===== config.mk =====
export PLATFORM = sky130hd
export DESIGN_NAME = sorted_unique_insert_table
export DESIGN_NICKNAME = d
export VERILOG_FILES = /design/src/sui_pkg.sv /design/src/sorted_unique_insert_table.sv /design/src/sui_ram.sv /design/src/sui_cmp.sv
export SDC_FILE = /design/constraint.sdc
export NUM_CORES = 2
export LEC_CHECK = 0
export ABC_AREA = 1
export ABC_CLOCK_PERIOD_IN_PS = 6700
export BUFFER_PORTS_ARGS = -buffer_cell sky130_fd_sc_hd__buf_2
export CAP_MARGIN = 10
export CORE_MARGIN = 5
export CORE_UTILIZATION = 39
export CTS_BUF_LIST = sky130_fd_sc_hd__clkbuf_4 sky130_fd_sc_hd__clkbuf_8 sky130_fd_sc_hd__clkbuf_16
export DETAILED_ROUTE_END_ITERATION = 10
export PLACE_DENSITY = 0.56
export SLEW_MARGIN = 15
export SYNTH_ARGS = -nofsm -noshare
export SYNTH_HDL_FRONTEND = slang
export SYNTH_HIERARCHICAL = 1
export SYNTH_SLANG_ARGS = --single-unit

===== constraint.sdc =====
create_clock -name clk -period 6.7 [get_ports clk]
set_clock_uncertainty 0.1 [all_clocks]
set_input_delay 1.005 -clock clk [delete_from_list [all_inputs] [get_ports clk]]
set_output_delay 1.005 -clock clk [all_outputs]
set_load 0.02 [all_outputs]

===== src/sui_pkg.sv =====
// Package for the sorted unique insert table.
// Holds widths, the default depth, the sequencer states and the compare result type.
package sui_pkg;

  localparam int SUI_DEPTH = 64;  // default table depth
  localparam int VAL_W     = 32;  // width of one stored value
  localparam int FLD_W     = 7;   // width of the position and entry_count result fields

  typedef enum logic [2:0] {
    ST_IDLE,
    ST_SEARCH,
    ST_CMP,
    ST_SHIFT,
    ST_DONE
  } sui_state_t;

  typedef struct packed {
    logic lt;  // table entry is less than the probe value (signed order)
    logic eq;  // table entry equals the probe value
  } cmp_res_t;

endpackage


===== src/sorted_unique_insert_table.sv =====
// Top level of the sorted unique insert table.
// Depends on sui_pkg, sui_ram (entry storage) and sui_cmp (compare unit).
//
// The table holds up to DEPTH distinct signed 32-bit values in ascending order.
// Each in_ beat carries one value and yields exactly one out_ beat. The block
// finds the lower-bound position of the value: the first entry that is not less
// than it. An equal entry leaves the table unchanged; a new value shifts the
// higher entries up one place and fills the gap; on a full table a new value is
// dropped and flagged with out_dropped_full.
//
// One item is in work at a time, and in_stall stays high until it is done. Each
// binary-search probe is a read of the entry RAM in ST_SEARCH, then a compare on
// its registered data in ST_CMP; the search makes at most ceil(log2(count+1))
// probes. A duplicate or a drop then goes to ST_DONE. An insert first moves each
// higher entry up one slot in ST_SHIFT, reading one entry ahead of the write,
// and then writes the value into the gap. The next beat is taken in the cycle
// after the result is loaded.
//
// rst_n is synchronous and active low. It empties the table and the output
// register but leaves the RAM as it is, since only entries below the count are
// read. While out_stall holds a result in the output register, a finished item
// waits in its final state, so the input stays stalled until the register frees.
module sorted_unique_insert_table #(
  parameter int DEPTH = sui_pkg::SUI_DEPTH
) (
  input  logic                      clk,
  input  logic                      rst_n,
  // Input channel
  input  logic                      in_valid,
  output logic                      in_stall,
  input  logic [sui_pkg::VAL_W-1:0] in_value,
  // Result channel
  output logic                      out_valid,
  input  logic                      out_stall,
  output logic                      out_inserted,
  output logic                      out_dropped_full,
  output logic [sui_pkg::FLD_W-1:0] out_position,
  output logic [sui_pkg::FLD_W-1:0] out_entry_count
);
  import sui_pkg::*;

  localparam int IDX_W = $clog2(DEPTH);
  localparam int CNT_W = $clog2(DEPTH + 1);

  // Sequencer state and working registers.
  sui_state_t        state_r, state_nxt;
  logic [CNT_W-1:0]  count_r, count_nxt;
  logic [CNT_W-1:0]  lo_r, lo_nxt;
  logic [CNT_W-1:0]  hi_r, hi_nxt;
  logic [CNT_W-1:0]  mid_r, mid_nxt;
  logic [CNT_W-1:0]  cur_r, cur_nxt;
  logic [VAL_W-1:0]  val_r, val_nxt;
  logic              eq_r, eq_nxt;
  logic              ins_r, ins_nxt;
  logic              drop_r, drop_nxt;
  logic              wpend_r, wpend_nxt;
  logic [IDX_W-1:0]  waddr_r, waddr_nxt;

  // Output register.
  logic              out_valid_r, out_valid_nxt;
  logic              out_ins_r, out_ins_nxt;
  logic              out_drop_r, out_drop_nxt;
  logic [FLD_W-1:0]  out_pos_r, out_pos_nxt;
  logic [FLD_W-1:0]  out_cnt_r, out_cnt_nxt;

  // RAM port signals.
  logic              ram_we;
  logic [IDX_W-1:0]  ram_waddr;
  logic [VAL_W-1:0]  ram_wdata;
  logic [IDX_W-1:0]  ram_raddr;
  logic [VAL_W-1:0]  ram_rdata;

  // Helper values.
  logic [CNT_W-1:0]  mid_calc;
  logic [CNT_W-1:0]  cur_dec;
  logic [CNT_W-1:0]  count_after;
  logic              full;
  cmp_res_t          cmp;

  sui_ram #(
    .WIDTH (VAL_W),
    .DEPTH (DEPTH)
  ) u_ram (
    .clk   (clk),
    .we    (ram_we),
    .waddr (ram_waddr),
    .wdata (ram_wdata),
    .raddr (ram_raddr),
    .rdata (ram_rdata)
  );

  // The one compare unit; it only matters while the sequencer sits in ST_CMP.
  sui_cmp u_cmp (
    .entry (ram_rdata),
    .probe (val_r),
    .res   (cmp)
  );

  always_ff @(posedge clk) begin
    if (!rst_n) begin
      state_r     <= ST_IDLE;
      count_r     <= '0;
      out_valid_r <= 1'b0;
      wpend_r     <= 1'b0;
    end else begin
      state_r     <= state_nxt;
      count_r     <= count_nxt;
      out_valid_r <= out_valid_nxt;
      wpend_r     <= wpend_nxt;
    end
  end

  // Payload and working registers need no reset.
  always_ff @(posedge clk) begin
    lo_r       <= lo_nxt;
    hi_r       <= hi_nxt;
    mid_r      <= mid_nxt;
    cur_r      <= cur_nxt;
    val_r      <= val_nxt;
    eq_r       <= eq_nxt;
    ins_r      <= ins_nxt;
    drop_r     <= drop_nxt;
    waddr_r    <= waddr_nxt;
    out_ins_r  <= out_ins_nxt;
    out_drop_r <= out_drop_nxt;
    out_pos_r  <= out_pos_nxt;
    out_cnt_r  <= out_cnt_nxt;
  end

  assign mid_calc    = lo_r + ((hi_r - lo_r) >> 1);
  assign cur_dec     = cur_r - CNT_W'(1);
  assign count_after = count_r + CNT_W'(ins_r);
  assign full        = count_r == CNT_W'(DEPTH);

  always_comb begin
    state_nxt     = state_r;
    count_nxt     = count_r;
    lo_nxt        = lo_r;
    hi_nxt        = hi_r;
    mid_nxt       = mid_r;
    cur_nxt       = cur_r;
    val_nxt       = val_r;
    eq_nxt        = eq_r;
    ins_nxt       = ins_r;
    drop_nxt      = drop_r;
    wpend_nxt     = wpend_r;
    waddr_nxt     = waddr_r;
    out_ins_nxt   = out_ins_r;
    out_drop_nxt  = out_drop_r;
    out_pos_nxt   = out_pos_r;
    out_cnt_nxt   = out_cnt_r;
    out_valid_nxt = out_valid_r && out_stall;
    ram_we        = 1'b0;
    ram_waddr     = waddr_r;
    ram_wdata     = ram_rdata;
    ram_raddr     = mid_calc[IDX_W-1:0];

    case (state_r)
      ST_IDLE: begin
        if (in_valid) begin
          val_nxt   = in_value;
          lo_nxt    = '0;
          hi_nxt    = count_r;
          eq_nxt    = 1'b0;
          state_nxt = ST_SEARCH;
        end
      end

      ST_SEARCH: begin
        if (lo_r < hi_r) begin
          // Probe the midpoint; its data comes back next cycle.
          ram_raddr = mid_calc[IDX_W-1:0];
          mid_nxt   = mid_calc;
          state_nxt = ST_CMP;
        end else if (eq_r) begin
          // The last entry that bounded the search from above equals the value.
          ins_nxt   = 1'b0;
          drop_nxt  = 1'b0;
          state_nxt = ST_DONE;
        end else if (full) begin
          ins_nxt   = 1'b0;
          drop_nxt  = 1'b1;
          state_nxt = ST_DONE;
        end else begin
          ins_nxt   = 1'b1;
          drop_nxt  = 1'b0;
          cur_nxt   = count_r;
          wpend_nxt = 1'b0;
          state_nxt = ST_SHIFT;
        end
      end

      ST_CMP: begin
        if (cmp.lt) begin
          lo_nxt = mid_r + CNT_W'(1);
        end else begin
          hi_nxt = mid_r;
          eq_nxt = cmp.eq;
        end
        state_nxt = ST_SEARCH;
      end

      ST_SHIFT: begin
        // Reads run one entry ahead of writes: entry cur-1 is read now and
        // written to slot cur in the next cycle.
        if (wpend_r) begin
          ram_we    = 1'b1;
          ram_waddr = waddr_r;
          ram_wdata = ram_rdata;
        end
        if (cur_r > lo_r) begin
          ram_raddr = cur_dec[IDX_W-1:0];
          wpend_nxt = 1'b1;
          waddr_nxt = cur_r[IDX_W-1:0];
          cur_nxt   = cur_dec;
        end else begin
          wpend_nxt = 1'b0;
          if (!wpend_r) begin
            ram_we    = 1'b1;
            ram_waddr = lo_r[IDX_W-1:0];
            ram_wdata = val_r;
            state_nxt = ST_DONE;
          end
        end
      end

      ST_DONE: begin
        if (!out_valid_r || !out_stall) begin
          out_valid_nxt = 1'b1;
          out_ins_nxt   = ins_r;
          out_drop_nxt  = drop_r;
          out_pos_nxt   = FLD_W'(lo_r);
          out_cnt_nxt   = FLD_W'(count_after);
          count_nxt     = count_after;
          state_nxt     = ST_IDLE;
        end
      end

      default: begin
        state_nxt = ST_IDLE;
      end
    endcase
  end

  assign in_stall         = state_r != ST_IDLE;
  assign out_valid        = out_valid_r;
  assign out_inserted     = out_ins_r;
  assign out_dropped_full = out_drop_r;
  assign out_position     = out_pos_r;
  assign out_entry_count  = out_cnt_r;

endmodule


===== src/sui_ram.sv =====
// Generic single-write, single-read RAM with a registered read port.
// Depends on nothing; the width and depth come in as parameters.
module sui_ram #(
  parameter int WIDTH = 32,
  parameter int DEPTH = 64
) (
  input  logic                     clk,
  input  logic                     we,
  input  logic [$clog2(DEPTH)-1:0] waddr,
  input  logic [WIDTH-1:0]         wdata,
  input  logic [$clog2(DEPTH)-1:0] raddr,
  output logic [WIDTH-1:0]         rdata
);

  logic [WIDTH-1:0] mem [DEPTH];

  always_ff @(posedge clk) begin
    if (we) begin
      mem[waddr] <= wdata;
    end
    rdata <= mem[raddr];
  end

endmodule


===== src/sui_cmp.sv =====
// Compare unit: signed less-than and equality of a table entry against the probe.
// Depends on sui_pkg for the value width and the result struct.
module sui_cmp (
  input  logic [sui_pkg::VAL_W-1:0] entry,
  input  logic [sui_pkg::VAL_W-1:0] probe,
  output sui_pkg::cmp_res_t         res
);
  import sui_pkg::*;

  always_comb begin
    res.lt = $signed(entry) < $signed(probe);
    res.eq = entry == probe;
  end

endmodule


# Yosys cells after proc, flatten, opt, wreduce, memory -nomap -nowiden
# Memories as Yosys holds them, arrays and structs flattened. A register that Yosys moved wholly into a read port is not among the register bits.
# Cells that the tools add are included.
[totals]
reg_bits = 97
ramBits = 2048
inputBits = 36
out_inout_bits = 18
word_cells = 106
n_memories = 1
[classes]
add_sub_neg = 5
n_lt_le_gt_ge = 3
eq_ne = 16
muxes = 45
bitwise = 1
n_reduce_logical = 18
[memory_table]
columns = ["memory", "words", "word_bits", "read_ports", "rd_clocked_by_memory_dff", "wr", "line", "source"]
rows = [
  ["u_ram.mem", 64, 32, 1, 1, 1, "sui_ram.sv:15", "logic [WIDTH-1:0] mem [DEPTH];"],
]
[ops]
columns = ["operator", "n"]
rows = [
  ["32-bit 2-to-1 mux", 3],
  ["7-bit 2-to-1 mux", 8],
  ["7-bit one-hot mux with 2 select lines", 3],
  ["32-bit equality test", 1],
  ["32-bit less-than comparator", 1],
  ["6-bit 2-to-1 mux", 5],
  ["3-bit 2-to-1 mux", 7],
  ["2-bit inequality test (second input constant)", 10],
  ["1-bit 2-to-1 mux", 16],
  ["3-bit one-hot mux with 5 select lines", 1],
  ["2-bit AND reduction", 5],
  ["4-bit AND reduction", 2],
  ["7-bit by 1-bit adder with 7-bit output", 1],
  ["7-bit by 1-bit adder with 7-bit output (second input constant)", 1],
  ["7-bit by 6-bit adder with 7-bit output", 1],
  ["7-bit equality test (second input constant)", 1],
  ["7-bit greater-than comparator", 1],
  ["7-bit less-than comparator", 1],
  ["7-bit by 1-bit subtractor with 7-bit output (second input constant)", 1],
  ["7-bit subtractor", 1],
  ["3-bit by 2-bit equality test with 1-bit output (second input constant)", 2],
  ["3-bit AND reduction", 2],
  ["5-bit AND reduction", 1],
  ["1-bit one-hot mux with 2 select lines", 2],
  ["9 further kinds", 11],
]

# Depth between registers and ports, before layout
[logic_depth]
depth_word = 6
ltp_mapped = 24
depth_no_buf = 20

# Cells and area by module
# The synthesis kept the hierarchy.
[modules_own_cells]
columns = ["module", "instances", "cells_each", "area_per_inst_um2", "seq_area_each_um2"]
rows = [
  ["sui_ram", 1, 6769, 82738.1, 62139.6],
  ["sorted_unique_insert_table", 1, 524, 5042.3, 2792.7],
  ["sui_cmp", 1, 144, 885.8, 0.0],
]

# Worst setup path after synthesis
# No wires, ideal clock.
[synth_path]
path_type = "reg2reg"
start = "register lo_r[1]"
end = "memory u_ram.mem[50][0], enable pin"
setup_ns = 0.502
arrival_ns = 5.298
t_required_ns = 6.098
path_slack_ns = 0.800
path_stages_with_launch = 17
path_buffers = 3
synth_period_minus_slack_ns = 5.900
path_cell_list = "edfxtp_1 inv_1 ha_1 nand3_1 nand2_1 nand2_1 nand2_2 nand2_2 nand2_4 nor2_4 buf_6 buf_12 nand2_2 nand2_1 clkbuf_1 inv_1 nor4_1"
[synth_between]
word_cells_on_any_way = 8
classes_between = "1 x order compare; 7 x mux"
[synth_rtl]
columns = ["item", "line", "source"]
rows = [
  ["start: declaration", "sorted_unique_insert_table.sv:48", "logic [CNT_W-1:0] lo_r, lo_nxt;"],
  ["start signal: assignment", "sorted_unique_insert_table.sv:115", "lo_r <= lo_nxt;"],
  ["7-bit greater-than comparator / 6-bit 2-to-1 mux (equally long branches)", "sorted_unique_insert_table.sv:211, sorted_unique_insert_table.sv:218", ""],
  ["6-bit 2-to-1 mux (*)", "sorted_unique_insert_table.sv:211", "if (cur_r > lo_r) begin"],
  ["6-bit 2-to-1 mux (*)", "sorted_unique_insert_table.sv:158", "case (state_r)"],
  ["named net ram_waddr[1]", "sorted_unique_insert_table.sv:68", "logic [IDX_W-1:0] ram_waddr;"],
  ["end: declaration", "sui_ram.sv:15", ""],
]
# The timed path passes the listed nets; every way through them passes the cells marked *.

# Final worst setup path
[layout_path]
start = "register lo_r[0]"
end = "register u_ram.rdata[17] (read register of u_ram.mem)"
[layout_between]
elab_chain_cells = 4
word_cells_on_any_way = 5
classes_between = "2 x add/sub; 1 x order compare; 2 x mux"
[layout_lines]
columns = ["item", "line", "source"]
rows = [
  ["7-bit subtractor", "sorted_unique_insert_table.sv:130", "assign mid_calc = lo_r + ((hi_r - lo_r) >> 1);"],
  ["7-bit by 6-bit adder with 7-bit output (*)", "sorted_unique_insert_table.sv:130", ""],
  ["named net mid_calc[2]", "sorted_unique_insert_table.sv:74", "logic [CNT_W-1:0] mid_calc;"],
  ["6-bit 2-to-1 mux", "sorted_unique_insert_table.sv:211", ""],
  ["6-bit 2-to-1 mux (*)", "--", ""],
  ["named net ram_raddr[2]", "sorted_unique_insert_table.sv:70", "logic [IDX_W-1:0] ram_raddr;"],
  ["end: declaration", "sui_ram.sv:12", "output logic [WIDTH-1:0] rdata"],
]
# Marks and branches as above.
# A chain may end at the register's enable or synchronous reset.

==> impl_metrics.toml <==
[status]
outcome = "complete, no violations"

[placement]
numPortBuffers = 53
dp_hpwl_mm = 148
place_inst = 10200
place_congestion = 0.862

[finish]
largest_reg_flops = 2048
drive_above_1_share_pct = 9.40
final_util_pct = 43.9
reg_top3 = "u_ram/mem x2048, u_ram/rdata x32, val_r x32"
fillers = 20800
syn_to_final_growth_pct = 12.4
fin_nets = 7500
top_register = "u_ram/mem"
final_cells = 10600

[clocking]
clk-insertion-delay-late_ns = 0.87
ctsHoldBuffers = 0
htreeDepth = 4
cts-root-buf = "clkbuf_16"
clk_pin_slew_ns = 0.06
ctsResizeCount = 0
cts_buffers = 215
clock_sinks = 2177
cts_buffer_depth = 3
postCtsSetupBuffers = 0
cts_tree = "yes"

[critical_path]
crit_fanout = 92
critPathCaptureType = "flip-flop"
worstPathArrival_ns = 6.03
required_ns = 7.40
cp-start-kind = "flip-flop"
worstSetupPathType = "reg -> reg"
cp_slowest_cell = "inv_8"
crit_chain = "ha_1 -> inv_1 -> fa_1 -> ha_1 -> fa_1 -> xor2_1 -> nand2_1 -> nand2_4 -> inv_8 -> buf_4 -> nand3_1 -> nand2_1 -> nand2_1 -> nand3_1 -> nand3_1 -> nand2_1"
critPathBufInv = 3
path_delay_family = "simple AND/OR/NAND/NOR gates"
crit_top_cell = "nand2_1"
reg2reg_from = "lo_r[0]"
slowest_delay_ns = 0.80
crit_start = "lo_r[0]"

[grt]
grt_use_total_pct = 22.0
antenna_found_initial = 12
overflow = 0
grt_pass1_vias = 54400
grt_pass1_wl_mm = 387
grt_max_degree = 175

[route]
drtIter0Drc = 6766
routed_via_density = 5.55
vias = 58800
detail-route-antenna-nets = 0
drc_errors = 0
drtPass1Iterations = 6
routed_wl_mm = 268
wl_per_cell_um = 25.2

[sta]
setup_tns_ns = 0
rsz0062_at_grt = "false"
fmax_mhz = 188
final_max_slew_viol_count = 0
fin_crit_ns = 5.33
fin_crit_sh_pct = 79.5
relSlewSlack_pct = 20.4
finalSetupViolCount = 0
hold_violations = 0
worst_slew_pin_slew_ns = 1.19

[yosys]
avgSynthCellArea_um2 = 11.9
synthTopCellsByArea = "edfxtp_1 72%, nand3_1 11%, nand2_1 10%"
syn-num-nets = 7531
yosysTopAreaCell = "edfxtp_1"
netlist.area_leader.share_pct = 72.2
syn_inst = 7437
ys_seq_elements = 2177
synthDistinctLibCells = 42
synth_area_mm2 = 0.0887
synth-seq-area-share_pct = 73.2
yosys_warnings = 6

[min_path]
worstHoldStart = "in_value[10]"
hp-class = "in -> reg"

[floorplanning]
die_h_um = 487
dieArea_mm2 = 0.237
num_io_pins = 54
std_cell_rows = 175
die_x_um = 487
coreArea_mm2 = 0.227
start_util_pct = 39.1

[run]
drv_cap = 0
==> metal layers <==
metal	wire, µm	share of wire, %	global-route usage (%)
met5	0	0	0
met4	7900	3.0	6.71
met3	24000	9.0	3.82
met2	120000	45	33.4
met1	116000	43	32.5
==> cells in the mapped netlist, drive strengths merged <==
cell,number
a21o,1
or2,1
a21oi,39
buf,380
xnor2,3
a21boi,1
dfxtp,44
o21ai,64
ha,56
nor3,9
inv,107
nand3b,1
clkbuf,85
fa,2
nor4,8
o22ai,1
nand3,1927
a31oi,1
and3,1
a211oi,3
o21a,2
edfxtp,2133
nand4,16
nand2,2432
nor3b,1
nor2,106
xor2,13
==> metrics by stage <==
stage	area, µm²	hold slack, ns	worst slack [ns]
after CTS	99600	0.144	1.35
after global placement	92700	0.335	1.31
final	99700	0.215	1.37
after global routing	99600	0.176	1.13
after detailed placement	92700	0.334	1.42
after floorplan	88700	0.300	0.800
==> cells in the final DEF, fill, tap and decap left out, types with 5 or more instances in the layout <==
cell,netlist,final
a21oi_1,37,37
buf_12,2,35
buf_2,287,53
buf_4,45,128
bufinv_16,0,8
clkbuf_16,0,216
clkbuf_4,0,59
clkinv_1,0,50
clkinv_16,0,5
clkinv_2,0,46
dfxtp_1,44,44
diode_2,0,9
edfxtp_1,2133,2133
ha_1,56,56
inv_1,103,99
inv_16,0,5
nand2_1,2406,2372
nand2_2,25,39
nand2_4,1,21
nand3_1,1927,1927
nand4_1,14,14
nor2_1,102,45
nor2_4,2,59
nor3_1,8,8
nor4_2,0,8
o21ai_0,64,62
xor2_1,13,13
==> logic make-up (layout without fill, tap and decap cells) <==
group	Yosys count	count (layout)	share of synthesized area, %
compound gates	112	112	0.665
xor+xnor	16	16	0.158
fa+ha+maj	58	58	0.835
buf+inv	572	724	3.12
flops	2177	2177	73.2
other cells	0	9	0
simple gates	4502	4502	22.0
==> worst paths after layout <==
| check | to | slack, ns | cells after the start |
|---|---|---|---|
| max | u_ram/rdata[17] | 1.37 | 16 |
| min reg2reg | out_dropped_full | 0.34 | 0 |
| min | val_r[10] | 0.21 | 1 |
| max reg2reg | u_ram/rdata[17] | 1.37 | 16 |
==> layout make-up <==
cell class / count / area, µm² / share of cell area, %
clock buffers: 278 / 5890 / 5.91
well taps: 3009 / 3760 / 3.78
repair buffers: 217 / 1950 / 1.96
diodes: 9 / 22.5 / 0.0226
inverters: 107 / 438 / 0.439
multi-input cells: 4688 / 21700 / 21.7
flip-flops and latches: 2177 / 64900 / 65.2
clock inverters: 122 / 993 / 0.997
Power is left out: the tool's default activity adds up to more than one toggle a clock period on the data nets, which glitch-free logic cannot reach.
